===== src/rtl/ats_pkg.sv =====
`default_nettype none

package ats_pkg;

   // Axis geometry and fixed-point formats.
   localparam int AXIS_COUNT_DEF = 6;
   localparam int FIELD_AXES     = 6;
   localparam int AXIS_W         = 32;
   localparam int WEIGHT_W       = 17;
   localparam int BAND_W         = 16;
   localparam int FRAC_W         = 16;
   localparam int CMD_W          = 3;
   localparam int MODE_W         = 2;
   localparam int CSR_IDX_W      = 1;

   // Weight of exactly one in Q1.16.
   localparam logic [WEIGHT_W-1:0] ONE_Q16 = WEIGHT_W'(1 << FRAC_W);

   // Command codes carried by a request.
   typedef enum logic [CMD_W-1:0] {
      CMD_PREPARE   = 3'd0,
      CMD_UNPREPARE = 3'd1,
      CMD_START     = 3'd2,
      CMD_STOP      = 3'd3,
      CMD_SET       = 3'd4,
      CMD_TICK      = 3'd5
   } cmd_type;

   // Arming mode, one-hot internally.
   typedef enum logic [2:0] {
      MODE_NOT_READY = 3'b001,
      MODE_READY     = 3'b010,
      MODE_ARMED     = 3'b100
   } mode_type;

   // Mode as reported on the result channel.
   typedef enum logic [MODE_W-1:0] {
      MODE_CODE_NOT_READY = 2'd0,
      MODE_CODE_READY     = 2'd1,
      MODE_CODE_ARMED     = 2'd2
   } mode_code_type;

   // Configuration register indexes.
   typedef enum logic [CSR_IDX_W-1:0] {
      REG_SMOOTHING_WEIGHT = 1'b0,
      REG_ZERO_DEADBAND    = 1'b1
   } csr_idx_type;

   // Per-request orders from the mode controller to every lane.
   typedef struct packed {
      logic clear_target;
      logic load_target;
      logic tick;
   } ctl_type;

   // One result as held in the output stage.
   typedef struct packed {
      logic                                 accepted;
      logic [MODE_W-1:0]                    mode;
      logic                                 publish;
      logic [FIELD_AXES-1:0][AXIS_W-1:0]    axis;
   } rsp_type;

   // Encode the one-hot mode into the reported code.
   function automatic logic [MODE_W-1:0] mode_code(input mode_type m);
      logic [MODE_W-1:0] c;
      c = MODE_CODE_NOT_READY;
      unique case (m)
         MODE_NOT_READY: c = MODE_CODE_NOT_READY;
         MODE_READY:     c = MODE_CODE_READY;
         MODE_ARMED:     c = MODE_CODE_ARMED;
         default:        c = MODE_CODE_NOT_READY;
      endcase
      return c;
   endfunction

endpackage

`default_nettype wire


===== src/rtl/ats_merge.sv =====
`default_nettype none

module ats_merge (
   input  wire logic                clock,
   input  wire logic                reset,
   input  wire logic                fire,
   input  wire ats_pkg::rsp_type    rsp_new,
   output logic                     req_stall,
   output logic                     rsp_valid,
   input  wire logic                rsp_stall,
   output ats_pkg::rsp_type         rsp_out
);

   logic             out_valid_ff;
   logic             skid_valid_ff;
   ats_pkg::rsp_type out_ff;
   ats_pkg::rsp_type skid_ff;
   logic             out_load;

   assign out_load  = !out_valid_ff || !rsp_stall;
   assign req_stall = skid_valid_ff;
   assign rsp_valid = out_valid_ff;
   assign rsp_out   = out_ff;

   // Output register with a skid entry behind it.
   always_ff @(posedge clock) begin
      if (reset) begin
         out_valid_ff  <= 1'b0;
         skid_valid_ff <= 1'b0;
      end else if (out_load) begin
         out_valid_ff  <= skid_valid_ff || fire;
         skid_valid_ff <= skid_valid_ff && fire;
      end else if (fire) begin
         skid_valid_ff <= 1'b1;
      end
   end

   // Result payload moves; no reset needed.
   always_ff @(posedge clock) begin
      if (out_load) begin
         if (skid_valid_ff) begin
            out_ff <= skid_ff;
            if (fire) begin
               skid_ff <= rsp_new;
            end
         end else if (fire) begin
            out_ff <= rsp_new;
         end
      end else if (fire) begin
         skid_ff <= rsp_new;
      end
   end

endmodule

`default_nettype wire


===== config.mk =====
export PLATFORM = sky130hd
export DESIGN_NAME = ats_merge
export DESIGN_NICKNAME = d
export VERILOG_FILES = /design/src/rtl/ats_pkg.sv /design/src/rtl/ats_merge.sv
export SDC_FILE = /design/constraint.sdc
export NUM_CORES = 1
export LEC_CHECK = 0
export BUFFER_PORTS_ARGS = -buffer_cell sky130_fd_sc_hd__buf_2
export CORE_MARGIN = 2
export CORE_UTILIZATION = 35
export CTS_CLUSTER_DIAMETER = 50
export DETAILED_ROUTE_END_ITERATION = 16
export HOLD_SLACK_MARGIN = 0.15
export PLACE_DENSITY_LB_ADDON = 0.08
export SYNTH_ARGS = -nofsm -noshare
export SYNTH_HDL_FRONTEND = slang
export SYNTH_SLANG_ARGS = --single-unit

===== constraint.sdc =====
create_clock -name clock -period 17.7 [get_ports clock]
set_input_delay 3.54 -clock clock [delete_from_list [all_inputs] [get_ports clock]]
set_output_delay 3.54 -clock clock [all_outputs]
set_load 0.01 [all_outputs]

Word-level counts from Yosys, hierarchy flattened
Index checks and enable logic that the tools add are counted.

cells by class
  equal/unequal tests = 1
  reductions and logical operators = 8
  mux-type cells = 7

operators with widths
  kind                                  number
  196-bit 2-to-1 mux                    5
  2-bit nonzero test                    2
  1-bit zero test                       2
  1-bit logical OR                      2
  1-bit 2-to-1 mux                      2
  2-bit != test, second input constant  1
  2-bit AND reduction                   1
  1-bit logical AND                     1

storage, ports and cells
  output and inout port bits = 198
  input bits = 200
  register bits after elaboration = 394
  word-level logic and storage cells = 36

Depth between registers and ports, before layout
  word-level depth = 3
  mapped depth = 5
  depth with buffers taken out = 2

Worst setup path before layout
OpenSTA, ideal clock, no wires.

  path type = input -> register
  from = input port fire
  to = register out_ff, in the netlist rsp_out[0], enable pin
  required time = 16,883 ps
  setup time = 817 ps
  path slack = 3,875 ps
  cell stages on the path = 2
  arrival = 13,008 ps
  cells stage by stage = nor2_1 a21oi_1

between the ends
  word-level cells in the longest chain between the ends = 2

RTL lines
  element                        line             text
  from (decl)                    ats_merge.sv:6   input wire logic fire,
  2-bit nonzero test (no line)   n/a
  2-bit AND reduction (no line)  n/a
  to (signal assigned)           ats_merge.sv:42  out_ff <= skid_ff;
  to (signal assigned)           ats_merge.sv:47  out_ff <= rsp_new;
  to (decl)                      ats_merge.sv:16  ats_pkg::rsp_type out_ff;

No other way between the ends.
A chain may end at the register's enable or synchronous reset.

Worst setup path in the final report
  from = input port fire
  to = register out_ff, in the netlist rsp_out[78], enable pin

The elaborated chain is that of the path after synthesis.

==> flow_metrics.py <==
metrics = {
    "status": {
        "status": "complete, no violations",
    },
    "critical_path": {
        "crit_type": "in -> reg",
        "r2r_end": "rsp_out[78]$_DFFE_PP_",
        "critPathRequiredTime_ps": 17880,
        "reg2reg_from": "req_stall$_SDFFE_PP0P_",
        "reg2reg_depth": 4,
        "cp_max_fo": 71,
        "endpoint_kind": "register",
        "rrSetupSlack_ps": 14350,
        "cp-start-kind": "input port",
        "crit_arrival_ps": 5700,
    },
    "floorplan": {
        "initial_core_util_pct": 35.6,
        "coreArea_mm2": 0.0411,
        "die_x_um": 209,
        "dieArea_mm2": 0.0435,
        "die_h_um": 209,
        "rows": 74,
        "ios": 398,
    },
    "timing": {
        "drv_slew": 0,
        "final.min_clock_period_ps": 5530,
        "hold_viol_final": 0,
        "fin_skew_ps": 15.9,
        "min_period_over_period_pct": 31.2,
        "finalSetupViolCount": 0,
        "hold_ws_ps": 543,
        "setup_tns_ps": 0,
        "max-slew-margin-rel_pct": 32.1,
        "max_freq_ghz": 0.181,
        "rsz0062_at_grt": "false",
        "tightestPinTransition_ps": 1020,
    },
    "clocking": {
        "htree_num_levels": 2,
        "clk_pin_slew_ps": 60,
        "cts_tree": "built",
        "clock_latency_ps": 570,
        "cts_resized": 0,
        "ctsHoldBuffers": 0,
        "cts-root-buf": "clkbuf_16",
        "cts_buffers": 47,
        "post_cts_buffers": 0,
        "cts_buffer_depth": 3,
        "cts.sinks": 394,
    },
    "placement": {
        "place_area_mm2": 0.0172,
        "port-buffer-count": 397,
        "dpl.hpwl_um": 21400,
        "finalWeightedCongestion": 0.716,
    },
    "routing": {
        "drc": 0,
        "antenna_left": 0,
        "dr.pass1.iters": 4,
        "drt-vias-per-instance": 4.55,
        "wire_per_inst_um": 20.1,
        "totalWireLength_um": 32700,
        "drtIter0Drc": 382,
        "vias": 7391,
    },
    "synthesis": {
        "syn_avg_cell_area_um2": 23.5,
        "yosys.area.top_type": "edfxtp_1",
        "yosysWarningCount": 0,
        "synth_top_area_share_pct": 80.4,
        "syn_inst": 622,
        "synth_seq_cells": 394,
        "syn_nets": 822,
        "synthTopCellsByArea": "edfxtp_1, mux2_4, mux2_2, buf_6, buf_2",
        "yosysUniqueCellTypes": 13,
        "netlist_area_mm2": 0.0146,
        "yosysSeqAreaShare_pct": 80.7,
    },
    "global_routing": {
        "grt_pass1_vias": 7494,
        "antenna_found_initial": 9,
        "grt_start_max_net_pins": 152,
        "grt_pass1_wl_um": 48300,
        "track_usage_pct": 14.7,
        "grt_overflow": 0,
    },
    "final_layout": {
        "ff_latch_area_mm2": 0.0118,
        "stdcell_area_mm2": 0.0187,
        "drive_above_1_share_pct": 61.7,
        "final.fill_count": 3666,
        "nets": 1254,
        "area_delta_synth_final_pct": 27.6,
        "final_core_util_pct": 45.4,
        "multi_input_area_mm2": 0.00265,
    },
    "power_and_ir_drop": {
        "power_density_mw_per_mm2": 117,
        "p_leak_nw": 7.10,
        "vdd_drop_max_v": 0.0000637,
    },
    "job": {
        "cap_violations": 0,
    },
    "hold_path": {
        "min_to": "rsp_out[131]$_DFFE_PP_",
        "hold_class": "reg -> reg",
        "hp-start": "skid_ff[131]$_DFFE_PP_",
        "min_path_cells": 1,
    },
}
routing by layer:
layer | wire length [um] | GRT usage (%)
met4 | 645 | 4.95
met1 | 13100 | 17.8
met5 | 83 | 0
met3 | 3090 | 6.28
met2 | 15700 | 23.7
Yosys cell counts (all sizes together):
library cell,number
o22ai,1
nand3,1
dfxtp,2
nor2b,1
buf,22
edfxtp,392
a21oi,4
nor2,1
mux2,196
nand2b,1
nand2,1
per-stage QoR:
stage | power, mW | worst slack (ps) | instances
2_1_floorplan | 1.22 | 3870 | 622
3_3_place_gp | 1.28 | 11550 | 1537
3_5_place_dp | 1.28 | 11550 | 1537
4_1_cts | 2.22 | 12170 | 1622
5_1_grt | 2.27 | 11980 | 1623
6_report | 2.18 | 12170 | 1624
flip-flops by register name, summed over array words and instances, names as in the netlist:
signal	flops
rsp_out	196
req_stall	1
skid_ff	196
rsp_valid	1
final cells by class:
class / instances / area share [%]
sequential: 394 / 63.2
multi-input combinational: 206 / 14.2
timing repair buffer: 405 / 11.0
clock buffer: 57 / 6.50
tap: 532 / 3.56
clock inverter: 28 / 1.45
antenna: 2 / 0.0268
worst max-delay path, cell delays in order:
cell	delay [ps]
buf_2	110
nor2_1	70
a21oi_4	320
buf_4	670
buf_4	850
how the worst max path moves through the flow:
| stage | startpoint | to | slack [ps] | depth (start not counted) |
|---|---|---|---|---|
| 2_1_floorplan | fire | rsp_out[0]$_DFFE_PP_ | 3870 | 2 |
| 3_3_place_gp | fire | rsp_out[143]$_DFFE_PP_ | 11550 | 5 |
| 3_5_place_dp | fire | rsp_out[69]$_DFFE_PP_ | 11550 | 5 |
| 4_1_cts | fire | rsp_out[71]$_DFFE_PP_ | 12170 | 5 |
| 5_1_grt | fire | rsp_out[71]$_DFFE_PP_ | 11980 | 5 |
| 6_report | fire | rsp_out[78]$_DFFE_PP_ | 12170 | 5 |
logic make-up (layout without fill, tap and decap cells):
family	after synthesis	in the layout	synth area share, %
DFF	394	394	80.7
muxes	196	196	17.6
buffers and inverters	22	490	1.35
AOI/OAI and AO/OA	5	5	0.179
and+or+nand+nor	5	5	0.171
other	0	2	0
report_power, final:
part | total [mW] | switching [mW] | internal, mW
clock network | 0.926 | 0.377 | 0.549
registers | 1.10 | 0.0131 | 1.09
logic | 0.156 | 0.0837 | 0.0725
cells in the final DEF (no fill, tap or decap), drive strengths merged, types with 2 or more instances in the layout:
cell / count
buf: 405
edfxtp: 392
mux2: 196
clkbuf: 57
clkinv: 17
inv: 5
bufinv: 4
a21oi: 4
diode: 2
clkinvlp: 2
dfxtp: 2
No activity file was read; power rests on OpenSTA's default activity.
