**config.mk**
```make
export PLATFORM = sky130hd
export DESIGN_NAME = ats_ctrl
export DESIGN_NICKNAME = d
export VERILOG_FILES = /design/src/rtl/ats_pkg.sv /design/src/rtl/ats_ctrl.sv
export SDC_FILE = /design/constraint.sdc
export NUM_CORES = 1
export LEC_CHECK = 0
export ABC_AREA = 1
export BUFFER_PORTS_ARGS = -buffer_cell sky130_fd_sc_hd__buf_4
export CORE_AREA = 2 2 39 41
export CTS_CLUSTER_DIAMETER = 120
export DETAILED_ROUTE_END_ITERATION = 8
export DIE_AREA = 0 0 41 43
export GPL_ROUTABILITY_DRIVEN = 0
export SETUP_SLACK_MARGIN = 0.05
export SLEW_MARGIN = 20
export SYNTH_ARGS = -nofsm -noshare
export SYNTH_HDL_FRONTEND = slang
export SYNTH_SLANG_ARGS = --single-unit
```
**constraint.sdc**
```tcl
create_clock -name clock -period 1.5 [get_ports clock]
set_input_delay 0.225 -clock clock [delete_from_list [all_inputs] [get_ports clock]]
set_output_delay 0.225 -clock clock [all_outputs]
set_load 0.01 [all_outputs]
```
**src/rtl/ats_pkg.sv**
```systemverilog
`default_nettype none

package ats_pkg;

   // Axis geometry and fixed-point formats.
   localparam int AXIS_COUNT_DEF = 6;
   localparam int FIELD_AXES     = 6;
   localparam int AXIS_W         = 32;
   localparam int WEIGHT_W       = 17;
   localparam int BAND_W         = 16;
   localparam int FRAC_W         = 16;
   localparam int CMD_W          = 3;
   localparam int MODE_W         = 2;
   localparam int CSR_IDX_W      = 1;

   // Weight of exactly one in Q1.16.
   localparam logic [WEIGHT_W-1:0] ONE_Q16 = WEIGHT_W'(1 << FRAC_W);

   // Command codes carried by a request.
   typedef enum logic [CMD_W-1:0] {
      CMD_PREPARE   = 3'd0,
      CMD_UNPREPARE = 3'd1,
      CMD_START     = 3'd2,
      CMD_STOP      = 3'd3,
      CMD_SET       = 3'd4,
      CMD_TICK      = 3'd5
   } cmd_type;

   // Arming mode, one-hot internally.
   typedef enum logic [2:0] {
      MODE_NOT_READY = 3'b001,
      MODE_READY     = 3'b010,
      MODE_ARMED     = 3'b100
   } mode_type;

   // Mode as reported on the result channel.
   typedef enum logic [MODE_W-1:0] {
      MODE_CODE_NOT_READY = 2'd0,
      MODE_CODE_READY     = 2'd1,
      MODE_CODE_ARMED     = 2'd2
   } mode_code_type;

   // Configuration register indexes.
   typedef enum logic [CSR_IDX_W-1:0] {
      REG_SMOOTHING_WEIGHT = 1'b0,
      REG_ZERO_DEADBAND    = 1'b1
   } csr_idx_type;

   // Per-request orders from the mode controller to every lane.
   typedef struct packed {
      logic clear_target;
      logic load_target;
      logic tick;
   } ctl_type;

   // One result as held in the output stage.
   typedef struct packed {
      logic                                 accepted;
      logic [MODE_W-1:0]                    mode;
      logic                                 publish;
      logic [FIELD_AXES-1:0][AXIS_W-1:0]    axis;
   } rsp_type;

   // Encode the one-hot mode into the reported code.
   function automatic logic [MODE_W-1:0] mode_code(input mode_type m);
      logic [MODE_W-1:0] c;
      c = MODE_CODE_NOT_READY;
      unique case (m)
         MODE_NOT_READY: c = MODE_CODE_NOT_READY;
         MODE_READY:     c = MODE_CODE_READY;
         MODE_ARMED:     c = MODE_CODE_ARMED;
         default:        c = MODE_CODE_NOT_READY;
      endcase
      return c;
   endfunction

endpackage

`default_nettype wire

```
**src/rtl/ats_ctrl.sv**
```systemverilog
`default_nettype none

module ats_ctrl (
   input  wire logic                        clock,
   input  wire logic                        reset,
   input  wire logic                        fire,
   input  wire logic [ats_pkg::CMD_W-1:0]   command,
   input  wire logic                        switch_ok,
   output ats_pkg::ctl_type                 ctl,
   output logic                             accepted,
   output logic [ats_pkg::MODE_W-1:0]       mode_now
);

   ats_pkg::mode_type mode_ff;
   ats_pkg::mode_type mode_in;

   // Decode the request against the current mode.
   always_comb begin
      mode_in          = mode_ff;
      accepted         = 1'b0;
      ctl.clear_target = 1'b0;
      ctl.load_target  = 1'b0;
      ctl.tick         = 1'b0;
      unique case (ats_pkg::cmd_type'(command))
         ats_pkg::CMD_PREPARE: begin
            if (mode_ff != ats_pkg::MODE_ARMED && switch_ok) begin
               mode_in          = ats_pkg::MODE_READY;
               ctl.clear_target = 1'b1;
               accepted         = 1'b1;
            end
         end
         ats_pkg::CMD_UNPREPARE: begin
            if (mode_ff != ats_pkg::MODE_ARMED && switch_ok) begin
               mode_in  = ats_pkg::MODE_NOT_READY;
               accepted = 1'b1;
            end
         end
         ats_pkg::CMD_START: begin
            if (mode_ff == ats_pkg::MODE_READY) begin
               mode_in  = ats_pkg::MODE_ARMED;
               accepted = 1'b1;
            end
         end
         ats_pkg::CMD_STOP: begin
            if (mode_ff != ats_pkg::MODE_NOT_READY) begin
               mode_in          = ats_pkg::MODE_READY;
               ctl.clear_target = 1'b1;
               accepted         = 1'b1;
            end
         end
         ats_pkg::CMD_SET: begin
            // Outside the armed mode a new target wipes the old one.
            if (mode_ff == ats_pkg::MODE_ARMED) begin
               ctl.load_target = 1'b1;
               accepted        = 1'b1;
            end else begin
               ctl.clear_target = 1'b1;
            end
         end
         ats_pkg::CMD_TICK: begin
            ctl.tick = 1'b1;
            accepted = 1'b1;
         end
         default: begin
         end
      endcase
      if (!fire) begin
         mode_in          = mode_ff;
         ctl.clear_target = 1'b0;
         ctl.load_target  = 1'b0;
         ctl.tick         = 1'b0;
      end
   end

   assign mode_now = ats_pkg::mode_code(mode_in);

   // Mode register.
   always_ff @(posedge clock) begin
      if (reset) begin
         mode_ff <= ats_pkg::MODE_NOT_READY;
      end else begin
         mode_ff <= mode_in;
      end
   end

endmodule

`default_nettype wire

```
* After elaboration in Yosys (flattened, before gate mapping)
Index checks and enable logic that the tools add are counted.
** Storage, ports and cells
- Output and inout bits :: 6
- Bits in registers :: 3
- Logic and storage cells :: 32
- Input port bits :: 7
** Cells by class
- Multiplexer cells :: 17
- Equal/unequal tests :: 11
- Reductions and logical operators :: 3
** Operator list (number)
- 3-bit 2-to-1 mux :: 6
- 3-bit by 2-bit equality test with 1-bit output (second input constant) :: 4
- 3-bit equality test (second input constant) :: 4
- 3-bit one-hot mux with 4 select lines :: 1
- 1-bit 2-to-1 mux :: 7
- 1-bit one-hot mux with 5 select lines :: 1
- 2-bit one-hot mux with 2 select lines :: 1
- 3-bit by 1-bit equality test with 1-bit output (second input constant) :: 1
- 3-bit logical NOT :: 1
- 3-bit by 1-bit inequality test with 1-bit output (second input constant) :: 1
- 3-bit inequality test (second input constant) :: 1
- 1-bit one-hot mux with 3 select lines :: 1
- 2-bit OR reduction :: 1
- 1-bit logical AND :: 1

* Longest topological paths before layout
- Depth in word-level cells :: 7
- Depth in mapped cells :: 9

* Worst setup path before layout
Ideal clock, no wire load.
- Path type :: register to output
- Start :: register mode_ff[0]
- End :: output port mode_now[1] in the netlist's numbering
- Slack :: 0.240 ns
- Arrival :: 1.035 ns
- Cell stages (with the launch flop) :: 10
- Buffers on the path :: 0
- Cell sequence :: dfxtp_1 -> nor2_1 -> nand2_2 -> nand2_1 -> nand2_1 -> nand2_1 -> nand2_1 -> inv_1 -> nand3_1 -> nor2_1
** On the way
- Cells in the longest elaborated chain, start to end :: 7
- Elaborated cells on any way between the ends :: 13
** Ends and longest elaborated chain
- from (decl) :: line ats_ctrl.sv:14 : ats_pkg::mode_type mode_ff;
- from (signal assigned) :: line ats_ctrl.sv:80 : mode_ff <= ats_pkg::MODE_NOT_READY;
- from (signal assigned) :: line ats_ctrl.sv:82 : mode_ff <= mode_in;
- 3-bit inequality test :: line ats_ctrl.sv:26, ats_ctrl.sv:33
- 1-bit logical AND :: line ats_ctrl.sv:26, ats_ctrl.sv:33
- 3-bit 2-to-1 mux (on tied branches) :: line ats_ctrl.sv:33, ats_ctrl.sv:26
- 3-bit one-hot mux with 4 select lines :: line ats_ctrl.sv:24 : unique case (ats_pkg::cmd_type'(command))
- 3-bit 2-to-1 mux * :: line ats_ctrl.sv:67 : if (!fire) begin
- 3-bit equality test / 3-bit by 2-bit equality test with 1-bit output (equally long branches) :: line ats_pkg.sv:68 : unique case (m)
- 2-bit one-hot mux with 2 select lines * :: line ats_pkg.sv:68
- to (decl) :: line ats_ctrl.sv:11 : output logic [ats_pkg::MODE_W-1:0] mode_now
Mark *: on every way between the ends. The rest lies on a longest branch, timed or not.

* Worst setup path after layout
Same ends and word-level chain as after synthesis.

==> results.yml <==
outcome:
  status: "finished, violations left"
  violations: "setup timing"
detailed_routing:
  detail_route.iter0.violations: 16
  route.antenna.remaining_nets: 0
  dr_total_vias: 507
  viasPerCell: 4.78
  drc: 0
  route.detailed.wl_per_inst_um: 10.4
  detail_route.wirelength_mm: 1.10
  number_of_detailed_route_iterations_in_the_first_pass: 4
layout:
  register_area_um2: 65.1
  registers_with_the_highest_flip_flop_counts: "mode_ff: 3 flops"
  most_frequent_cells_in_the_layout: "nand2_1, buf_4, nor2_1"
  antenna_diodes: 0
  finish.utilization_pct: 42.0
  num-nets-final: 98
  area_growth_syn_to_layout_pct: 66.1
  multi_input_comb_area_um2: 305
  largest_register_ff_count: 3
  registers.top_by_ff_count: "mode_ff"
  fillCellCount: 158
  final_layout_size_suffix_gt1_share_pct: 41.1
clock_network:
  ctsHoldBuffers: 0
  cts.sinks: 3
  insertion_delay_ps: 240
  ctsHtreeMaxLevel: 1
  clock_tree.root_cell: "clkbuf_4"
  clk_transition_reported_paths_ps: 40
  cts_buffers: 3
  clock_tree_from_tritoncts: "done"
  clock_path_buffers: 2
sta:
  hold_violations: 0
  relSlewSlack_pct: 84.8
  timing.final.crit_share_pct: 108
  timing.clock.skew_ps: 3.97
  setup_slack_ps: -120
  number_of_slew_limit_violations_in_the_final_report: 0
  fin_crit_ps: 1620
  final-setup-viol-count: 4
  rsz0062_at_grt: "yes"
  clock.fmax_mhz: 617
  worst_pin_slew_ps: 228
die:
  num_io_pins: 13
  placementRows: 14
  chipWidth_um: 41
  start_util_pct: 25.3
  die_ht_um: 43
  die-area_mm2: 0.00176
  core_area_mm2: 0.00138
placement:
  hpwl_um: 805
  port_buffers: 12
critical_path:
  cp.arrival_ps: 1390
  timing.reg2reg.setup_slack_ps: 380
  cp-end-kind: "output pin"
  worst-path-max-fanout: 4
  required_ps: 1270
  critical_path_class: "register to output pin"
  startpoint_type: "register"
synthesis:
  number_of_distinct_library_cells_after_synthesis: 15
  postSynthRegisterBits: 3
  top_cell_type_by_total_area_after_synthesis: "nand2_1"
  synthesis.area_um2: 350
  yosysTopAreaCellShare_pct: 20.4
  synthesis.yosys.warnings: 0
  post_synth_main_area_contributors: "nand2_1, dfxtp_1, nor2_1"
  sequential_area_share_after_synthesis_pct: 17.1
  synthCells: 69
  synth.avg_cell_area_um2: 5.08
  net_count_synth: 76
global_routing:
  overflow: 0
  number_of_global_route_vias_before_repair: 400
  grt_start_max_net_pins: 7
  grt_first_pass_wirelength_mm: 1.57
  global_route_usage_over_all_layers_pct: 13.6
  initial_antenna_violation_count: 0
run:
  timing.max_cap.violations: 0
hold_path:
  hold_path.class: "input pin to register"
pwr:
  power.density_mw_per_mm2: 560
  totalPowerFinal_w: 0.000326
  max_vdd_drop_mv: 0.385
  p_leak_nw: 0.294
[report_power, final]
group | internal [W] | leakage [nW] | switching [W] | total (W)
Sequential | 0.0000815 | 0.0248 | 0.00000337 | 0.0000849
Clock | 0.000100 | 0.0150 | 0.0000471 | 0.000147
Combinational | 0.0000413 | 0.255 | 0.0000527 | 0.0000940
[routing by layer]
layer,up-vias,track usage (%),part of all wire [%]
li1,262,-,-
met1,229,16.6,40
met4,0,10.0,1.4
met2,14,19.7,55
met3,2,3.14,3.9
met5,-,0,0
[worst paths after layout]
kind                            startpoint     endpoint  cells after the start
worst max-delay path            mode_ff[0]  mode_now[1]                     10
worst min-delay path                 reset   mode_ff[1]                      2
worst max register to register  mode_ff[0]   mode_ff[1]                      9
worst min register to register  mode_ff[0]   mode_ff[0]                      2
[cells by family (layout without fill, tap and decap cells)]
family	after synthesis	in the layout	synth area share, %
buffers and inverters	9	30	9.64
AOI/OAI and AO/OA	3	3	5.36
and+or+nand+nor	54	54	67.9
DFF	3	3	17.1
[metrics by stage]
stage	setup WS [ps]	std cells	hold slack, ps	instance area (µm²)	TNS [ps]
3_5_place_dp	44.2	100	402	483	0
6_report	-120	106	155	582	-363
4_1_cts	-110	105	145	536	-262
2_1_floorplan	240	69	296	350	0
5_1_grt	-252	106	136	582	-832
3_3_place_gp	42.4	100	399	483	0
[synthesized netlist by cell type, drive strengths merged]
library cell	n
clkinv	1
nand4	1
nor2	15
dfxtp	3
inv	8
nand3b	1
nand2	23
nor3	3
o21a	1
nor4	1
a31oi	1
nand3	10
o21ai	1
[cell type report]
cell class                      instances  share of cell area (%)
Sequential cell                         3                    11.2
Timing Repair Buffer                   17                    22.6
Inverter                                9                    5.81
Multi-Input combinational cell         57                    52.5
Clock buffer                            4                    4.52
Tap cell                               16                    3.44
[critical path, cell delays in order (launching register included)]
cell and delay [ps]:
dfxtp_2 330, nor2_4 120, nand2_4 70, nand2_2 90, nand2_1 50, nand2_1 70
nand2_2 70, inv_1 60, nand3_1 60, nor2_1 100, buf_4 120
[what timing repair did]
action | 4_1_cts | 5_1_grt
gates resized for setup | 7 | 8
endpoints found under the setup margin | 4 | 5
pin swaps | 3 | 6
buffers inserted | 1 | 1
Power figures use the tool's default switching activity.
